<file path="config.mk">
export PLATFORM = sky130hd
export DESIGN_NAME = jpeg_marker_frame_extractor
export DESIGN_NICKNAME = d
export VERILOG_FILES = /design/src/jmfe_pkg.sv /design/src/jmfe_in_stage.sv /design/src/jmfe_core.sv /design/src/jmfe_out_buf.sv /design/src/jpeg_marker_frame_extractor.sv
export SDC_FILE = /design/constraint.sdc
export NUM_CORES = 1
export LEC_CHECK = 0
export ABC_AREA = 1
export BUFFER_PORTS_ARGS = -buffer_cell sky130_fd_sc_hd__buf_4
export CORE_AREA = 2 2 146 176
export CTS_CLUSTER_DIAMETER = 30
export CTS_CLUSTER_SIZE = 25
export DETAILED_ROUTE_END_ITERATION = 7
export DIE_AREA = 0 0 148 178
export SETUP_SLACK_MARGIN = 0.1
export SYNTH_ARGS = -nofsm -noshare
export SYNTH_HDL_FRONTEND = slang
export SYNTH_HIERARCHICAL = 1
export SYNTH_SLANG_ARGS = --single-unit
</file>
<file path="constraint.sdc">
create_clock -name clk -period 4.4 [get_ports clk]
set_input_delay 0.88 -clock clk [delete_from_list [all_inputs] [get_ports clk]]
set_output_delay 0.88 -clock clk [all_outputs]
set_load 0.05 [all_outputs]
</file>
<file path="src/jmfe_pkg.sv">
`timescale 1ns / 1ps
package jmfe_pkg;

  localparam int LEN_W         = 32;
  localparam int MAX_RES       = 3;
  localparam int RES_CNT_W     = 2;
  localparam int RES_IDX_W     = 2;

  localparam logic [7:0]       MARK_FF       = 8'hFF;
  localparam logic [7:0]       MARK_SOI      = 8'hD8;
  localparam logic [7:0]       MARK_EOI      = 8'hD9;
  localparam logic [LEN_W-1:0] MAX_LEN_RESET = 32'd10000000;

  typedef enum logic [1:0] {
    KIND_BYTE     = 2'd0,
    KIND_FINAL    = 2'd1,
    KIND_LOST_END = 2'd2,
    KIND_OVERFLOW = 2'd3
  } kind_t;

  typedef struct packed {
    kind_t            kind;
    logic [7:0]       data;
    logic [LEN_W-1:0] len;
    logic             last;
  } result_t;

  typedef struct packed {
    logic                 load;
    logic [RES_CNT_W-1:0] cnt;
  } res_ctl_t;

endpackage

</file>
<file path="src/jmfe_in_stage.sv">
`timescale 1ns / 1ps
module jmfe_in_stage (
  input  logic       clk,
  input  logic       rst_n,
  input  logic       in_valid,
  output logic       in_ready,
  input  logic [7:0] in_byte_in,
  input  logic       consume,
  output logic       byte_v,
  output logic [7:0] byte_d
);

  logic       v_r;
  logic       v_nxt;
  logic [7:0] byte_r;

  assign in_ready = !v_r || consume;
  assign byte_v   = v_r;
  assign byte_d   = byte_r;

  always_comb begin
    v_nxt = v_r;
    if (in_valid && in_ready) begin
      v_nxt = 1'b1;
    end else if (consume) begin
      v_nxt = 1'b0;
    end
  end

  always_ff @(posedge clk) begin
    if (!rst_n) begin
      v_r <= 1'b0;
    end else begin
      v_r <= v_nxt;
    end
  end

  always_ff @(posedge clk) begin
    if (in_valid && in_ready) begin
      byte_r <= in_byte_in;
    end
  end

endmodule

</file>
<file path="src/jmfe_core.sv">
`timescale 1ns / 1ps
module jmfe_core
  import jmfe_pkg::*;
#(
  parameter int LENGTH_BITS = 32
) (
  input  logic             clk,
  input  logic             rst_n,
  input  logic             cfg_we,
  input  logic [LEN_W-1:0] cfg_wdata,
  input  logic             byte_v,
  input  logic [7:0]       byte_d,
  input  logic             buf_free,
  output logic             consume,
  output res_ctl_t         ctl,
  output result_t          res [MAX_RES]
);

  localparam logic [LENGTH_BITS-1:0] CNT_LIMIT = {LENGTH_BITS{1'b1}};
  localparam logic [LENGTH_BITS-1:0] CNT_OPEN  = LENGTH_BITS'(2);

  logic [LEN_W-1:0]       max_len_r;
  logic                   in_frame_r;
  logic                   in_frame_nxt;
  logic                   ff_r;
  logic                   ff_nxt;
  logic [LENGTH_BITS-1:0] cnt_r;
  logic [LENGTH_BITS-1:0] cnt_nxt;
  logic [LENGTH_BITS-1:0] cnt_inc;
  logic [LEN_W-1:0]       len_cur;
  logic [LEN_W-1:0]       len_inc;
  logic [RES_CNT_W-1:0]   n_new;
  logic                   is_soi;
  logic                   is_eoi;

  assign cnt_inc = (cnt_r == CNT_LIMIT) ? cnt_r : cnt_r + LENGTH_BITS'(1);
  assign len_cur = LEN_W'(cnt_r);
  assign len_inc = LEN_W'(cnt_inc);
  assign is_soi  = ff_r && (byte_d == MARK_SOI);
  assign is_eoi  = ff_r && (byte_d == MARK_EOI);

  always_comb begin
    in_frame_nxt = in_frame_r;
    ff_nxt       = ff_r;
    cnt_nxt      = cnt_r;
    n_new        = RES_CNT_W'(0);
    for (int i = 0; i < MAX_RES; i++) begin
      res[i] = '{kind: KIND_BYTE, data: 8'h00, len: '0, last: 1'b0};
    end
    if (!in_frame_r) begin
      if (is_soi) begin
        res[0]       = '{kind: KIND_BYTE, data: MARK_FF, len: LEN_W'(1), last: 1'b0};
        res[1]       = '{kind: KIND_BYTE, data: MARK_SOI, len: LEN_W'(2), last: 1'b1};
        n_new        = RES_CNT_W'(2);
        in_frame_nxt = 1'b1;
        ff_nxt       = 1'b0;
        cnt_nxt      = CNT_OPEN;
      end else begin
        ff_nxt = (byte_d == MARK_FF);
      end
    end else if (is_soi) begin
      res[0]  = '{kind: KIND_LOST_END, data: 8'h00, len: len_cur, last: 1'b0};
      res[1]  = '{kind: KIND_BYTE, data: MARK_FF, len: LEN_W'(1), last: 1'b0};
      res[2]  = '{kind: KIND_BYTE, data: MARK_SOI, len: LEN_W'(2), last: 1'b1};
      n_new   = RES_CNT_W'(3);
      ff_nxt  = 1'b0;
      cnt_nxt = CNT_OPEN;
    end else if (is_eoi) begin
      res[0]       = '{kind: KIND_FINAL, data: byte_d, len: len_inc, last: 1'b1};
      n_new        = RES_CNT_W'(1);
      in_frame_nxt = 1'b0;
      ff_nxt       = 1'b0;
      cnt_nxt      = '0;
    end else begin
      ff_nxt = (byte_d == MARK_FF);
      if (len_inc > max_len_r) begin
        res[0]       = '{kind: KIND_BYTE, data: byte_d, len: len_inc, last: 1'b0};
        res[1]       = '{kind: KIND_OVERFLOW, data: 8'h00, len: len_inc, last: 1'b1};
        n_new        = RES_CNT_W'(2);
        in_frame_nxt = 1'b0;
        cnt_nxt      = '0;
      end else begin
        res[0]  = '{kind: KIND_BYTE, data: byte_d, len: len_inc, last: 1'b1};
        n_new   = RES_CNT_W'(1);
        cnt_nxt = cnt_inc;
      end
    end
  end

  // A byte that produces no result may pass even while results are still waiting.
  assign consume  = byte_v && (buf_free || (n_new == RES_CNT_W'(0)));
  assign ctl.load = consume && (n_new != RES_CNT_W'(0));
  assign ctl.cnt  = n_new;

  always_ff @(posedge clk) begin
    if (!rst_n) begin
      max_len_r  <= MAX_LEN_RESET;
      in_frame_r <= 1'b0;
      ff_r       <= 1'b0;
      cnt_r      <= '0;
    end else begin
      if (cfg_we) begin
        max_len_r <= cfg_wdata;
      end
      if (consume) begin
        in_frame_r <= in_frame_nxt;
        ff_r       <= ff_nxt;
        cnt_r      <= cnt_nxt;
      end
    end
  end

  a_hunt_count_zero: assert property (@(posedge clk) disable iff (!rst_n)
    !in_frame_r |-> (cnt_r == '0))
    else $error("byte count nonzero while hunting");

endmodule

</file>
<file path="src/jmfe_out_buf.sv">
`timescale 1ns / 1ps
module jmfe_out_buf
  import jmfe_pkg::*;
(
  input  logic             clk,
  input  logic             rst_n,
  input  res_ctl_t         ctl,
  input  result_t          res [MAX_RES],
  output logic             buf_free,
  output logic             out_valid,
  input  logic             out_ready,
  output logic [1:0]       out_kind,
  output logic [7:0]       out_byte_out,
  output logic [LEN_W-1:0] out_frame_length,
  output logic             out_run_last
);

  result_t              slot_r [MAX_RES];
  logic [RES_CNT_W-1:0] n_r;
  logic [RES_CNT_W-1:0] n_nxt;
  logic [RES_IDX_W-1:0] idx_r;
  logic [RES_IDX_W-1:0] idx_nxt;
  logic                 at_last;
  result_t              cur;

  assign out_valid = (n_r != RES_CNT_W'(0));
  assign at_last   = (RES_CNT_W'(idx_r) == n_r - RES_CNT_W'(1));
  assign buf_free  = !out_valid || (out_ready && at_last);

  always_comb begin
    case (idx_r)
      RES_IDX_W'(0): cur = slot_r[0];
      RES_IDX_W'(1): cur = slot_r[1];
      RES_IDX_W'(2): cur = slot_r[2];
      default:       cur = slot_r[0];
    endcase
  end

  assign out_kind         = cur.kind;
  assign out_byte_out     = cur.data;
  assign out_frame_length = cur.len;
  assign out_run_last     = cur.last;

  always_comb begin
    n_nxt   = n_r;
    idx_nxt = idx_r;
    if (ctl.load) begin
      n_nxt   = ctl.cnt;
      idx_nxt = '0;
    end else if (out_valid && out_ready) begin
      if (at_last) begin
        n_nxt   = '0;
        idx_nxt = '0;
      end else begin
        idx_nxt = idx_r + RES_IDX_W'(1);
      end
    end
  end

  always_ff @(posedge clk) begin
    if (!rst_n) begin
      n_r   <= '0;
      idx_r <= '0;
    end else begin
      n_r   <= n_nxt;
      idx_r <= idx_nxt;
    end
  end

  always_ff @(posedge clk) begin
    if (ctl.load) begin
      for (int i = 0; i < MAX_RES; i++) begin
        slot_r[i] <= res[i];
      end
    end
  end

  a_idx_in_range: assert property (@(posedge clk) disable iff (!rst_n)
    out_valid |-> (RES_CNT_W'(idx_r) < n_r))
    else $error("result index beyond loaded count");

  a_load_only_free: assert property (@(posedge clk) disable iff (!rst_n)
    ctl.load |-> buf_free)
    else $error("results loaded over pending results");

  a_last_flag: assert property (@(posedge clk) disable iff (!rst_n)
    out_valid |-> (out_run_last == at_last))
    else $error("run_last does not match final result of the byte");

endmodule

</file>
<file path="src/jpeg_marker_frame_extractor.sv">
`timescale 1ns / 1ps
// Channel  Handshake             Payload
// in       in_valid / in_ready   in_byte_in
// out      out_valid / out_ready out_kind, out_byte_out, out_frame_length, out_run_last
// cfg      cfg_we                cfg_wdata (maximum frame length)
//
// A byte is taken every cycle while out_ready is high and each byte yields at most one
// result; a byte that yields two or three results holds the input for as many output
// transfers. The three-slot result register sets this figure: it refills in the cycle
// its last result is taken. Bytes dropped while hunting pass even when results wait.
// Reset is synchronous and active low and sets the maximum length to 10000000.
module jpeg_marker_frame_extractor
  import jmfe_pkg::*;
#(
  parameter int LENGTH_BITS = 32
) (
  input  logic             clk,
  input  logic             rst_n,
  input  logic             in_valid,
  output logic             in_ready,
  input  logic [7:0]       in_byte_in,
  output logic             out_valid,
  input  logic             out_ready,
  output logic [1:0]       out_kind,
  output logic [7:0]       out_byte_out,
  output logic [LEN_W-1:0] out_frame_length,
  output logic             out_run_last,
  input  logic             cfg_we,
  input  logic [LEN_W-1:0] cfg_wdata
);

  logic       consume;
  logic       byte_v;
  logic [7:0] byte_d;
  logic       buf_free;
  res_ctl_t   ctl;
  result_t    res [MAX_RES];

  jmfe_in_stage u_in (
    .clk        (clk),
    .rst_n      (rst_n),
    .in_valid   (in_valid),
    .in_ready   (in_ready),
    .in_byte_in (in_byte_in),
    .consume    (consume),
    .byte_v     (byte_v),
    .byte_d     (byte_d)
  );

  jmfe_core #(
    .LENGTH_BITS (LENGTH_BITS)
  ) u_core (
    .clk       (clk),
    .rst_n     (rst_n),
    .cfg_we    (cfg_we),
    .cfg_wdata (cfg_wdata),
    .byte_v    (byte_v),
    .byte_d    (byte_d),
    .buf_free  (buf_free),
    .consume   (consume),
    .ctl       (ctl),
    .res       (res)
  );

  jmfe_out_buf u_out (
    .clk              (clk),
    .rst_n            (rst_n),
    .ctl              (ctl),
    .res              (res),
    .buf_free         (buf_free),
    .out_valid        (out_valid),
    .out_ready        (out_ready),
    .out_kind         (out_kind),
    .out_byte_out     (out_byte_out),
    .out_frame_length (out_frame_length),
    .out_run_last     (out_run_last)
  );

endmodule
</file>
==> flow_summary.toml <==
[routing]
avgRoutedWirePerCell_um = 15.9
dr_total_vias = 8432
detail_route.first_pass.iterations = 5
final_antenna_net_count = 0
drt_iter0_markers = 606
drt-total-wl_mm = 26.7
vias_per_cell = 5.03
detailed_route_drc_error_count = 0

[worst_setup_path]
cp_data_required_time_ps = 4650
critPathMaxFanout = 25
timing.setup.critical_path_class = "reg -> reg"
critical_path.startpoint_type = "register"
end_kind = "register"
cp.arrival_ps = 4230

[floorplan]
die_y_um = 178
start_util_pct = 44.3
placeableCoreArea_um2 = 24600
dieWidth_um = 148
row_count = 63
die_area_um2 = 26300
design.portCount = 90

[clocking]
post_cts.resized_instances = 0
tritoncts = "built"
root_buffer = "clkbuf_16"
clk_path_buf_depth = 3
htree_num_levels = 2
ctsHoldBuffers = 0
cts_made_buffers = 39
clock_latency_ps = 510
cts_clk_pin_slew_worst_paths_ps = 50
cts.repair_timing.setup_buffer_count = 0
tritoncts_num_sinks = 208

[global_routing]
grt_start_max_net_pins = 78
first_global_vias = 8165
grt_first_pass_wirelength_mm = 42.9
grt_use_total_pct = 20.5
global_route_overflow = 0
antenna_found_initial = 0

[timing]
drv_slew = 0
min_period_over_period_pct = 90.3
timing_hold_violations_final = 0
worst-slew-pin-transition_ps = 1170
clock_skew_ps = 15.0
setup_viol = 0
final.min_clock_period_ps = 3970
grt_setup_unrepaired = "false"
slew-limit-headroom_pct = 22.1
max_clock_freq_mhz = 252
setup-tns-final_ps = 0

[final_layout]
diode_insertion_count_for_antenna_repair = 0
final_common_cell = "nand2_1"
layout.cells.non_filler = 1675
final_layout_size_suffix_gt1_share_pct = 16.2
layout.filler_cells = 2310
final_cell_mix = "nand2_1, a21oi_1, edfxtp_1, nor2_1, inv_1"
layout.nets = 1401
area.growth.synth_to_final_pct = 18.1

[logic_synthesis]
ys.flop_type = "edfxtp_1"
synth_edf_count = 137
syn_inst = 1252
postSynth.asyncResetShare_pct = 0
synthDominantAreaCellType = "edfxtp_1"
synth-warning-count = 6
ys_seq_elements = 208
synth.top_cells.by_area = "edfxtp_1, dfxtp_1, nand2_1, a21oi_1, buf_4"
synth.distinct_cells = 40
sequential_to_total_area_share_from_yosys_stat_pct = 50.8
yosysTopAreaCellShare_pct = 37.7
synth.cell_area_um2 = 10900
synthesis.area_per_instance_um2 = 8.71

[placement]
dpl.cell_count = 1604
place.detailed.hpwl_mm = 18.5
placement.io_buffers = 89
globalplace.congestion = 0.932

[outcome]
status = "complete, no violations"

[pwr]
power.leakage_nw = 5.02
powerDensity_nw_per_um2 = 412
irDropWorstVdd_mv = 0.248

[flow_run]
drv_cap = 0

[worst_hold_path]
min-delay-path-class = "reg -> reg"
==> sequential cells by signal, indices dropped and copies added, names as in the netlist <==
| signal | flops |
|---|---|
| u_in/byte_d | 8 |
| u_in/byte_v | 1 |
| u_core/cnt_r | 32 |
| u_out/n_r | 2 |
| u_core/ff_r | 1 |
| u_out/idx_r | 2 |
| u_out/slot_r | 129 |
| u_core/in_frame_r | 1 |
| u_core/max_len_r | 32 |
==> final timing paths <==
check             slack, ps  cells after the start                              start                                end
setup / recovery        430                     22       u_core/cnt_r[0]$_SDFFE_PN0P_      u_out/slot_r[0][70]$_DFFE_PP_
hold / removal          460                      2  u_core/max_len_r[17]$_SDFFE_PN0P_  u_core/max_len_r[17]$_SDFFE_PN0P_
setup reg to reg        430                     22       u_core/cnt_r[0]$_SDFFE_PN0P_      u_out/slot_r[0][70]$_DFFE_PP_
hold reg to reg         460                      2  u_core/max_len_r[17]$_SDFFE_PN0P_  u_core/max_len_r[17]$_SDFFE_PN0P_
==> critical path, cell delays in order, from the launching register on <==
cell	delay (ps)
dfxtp_1	460
ha_1	300
nand2_1	120
nor2_4	140
nand2_2	110
nor2_4	120
nand2_2	310
buf_4	360
nand2_1	150
ha_1	240
nand2_1	60
inv_1	50
nand2_1	50
nand2_1	50
nand2_1	50
nand3_1	70
a21oi_1	140
nand2_1	70
nand2_1	80
nor2_1	60
inv_2	370
buf_4	290
nor2_1	70
==> kinds of logic (layout without fill, tap and decap cells) <==
kind of cell             count (synthesis)  in the layout  share of synthesized area (%)
AO/OA/AOI/OAI                          292            292                           14.3
buffers and inverters                  241            303                           11.3
adder cells (fa/ha/maj)                 36             36                           4.13
XOR/XNOR                                26             26                           2.09
flip-flops                             208            208                           50.8
other                                    1             37                         0.0344
AND/OR/NAND/NOR                        448            448                           17.4
==> metrics by stage <==
step	hold WS [ps]	util [%]	setup slack (ps)	cell area [um2]	total power, mW
detailed placement	457	46.7	437	11500	2.27
global route	478	52.3	163	12900	5.46
global placement	458	46.7	597	11500	2.27
finish	463	52.3	426	12900	5.30
floorplan	436	-	706	11000	2.24
CTS	467	52.3	433	12900	5.35
==> report_power, final <==
group	switching, mW	leakage [nW]	total [mW]	internal, mW
sequential	0.00991	1.76	2.11	2.10
clock	1.02	0.663	3.06	2.04
combinational	0.0757	2.60	0.129	0.0531
==> cells in the mapped netlist (2+ instances only) <==
cell type / number
nor2_1: 128
nor2_2: 2
inv_2: 9
buf_4: 67
o21ai_0: 97
nand2_1: 233
nor2_4: 2
buf_1: 3
nand4_1: 21
buf_6: 6
nand2_2: 9
xor2_1: 25
o21ai_1: 2
clkbuf_2: 2
nor3_1: 10
ha_1: 36
inv_1: 117
edfxtp_1: 137
buf_2: 14
a21oi_1: 167
a21oi_2: 19
nor3_2: 6
dfxtp_1: 71
clkbuf_1: 20
nand3_1: 34
==> final cells by class <==
| type | count | area [um2] | share of cell area [%] |
|---|---|---|---|
| sequential | 208 | 5540 | 43.0 |
| multi-input combinational | 839 | 4270 | 33.2 |
| clock buffer | 49 | 1070 | 8.28 |
| timing repair buffer | 103 | 786 | 6.10 |
| inverter | 129 | 499 | 3.88 |
| tap | 325 | 407 | 3.16 |
| clock inverter | 22 | 310 | 2.41 |
==> per-layer routing <==
metal	track usage, %	vias to the layer above	part of all wire (%)
met5	0	-	0
met4	6.55	0	2.3
met3	3.50	45	5.8
met2	34.6	244	48
met1	27.1	3905	44
li1	-	4238	-
No activity file was read; power rests on OpenSTA's default activity.
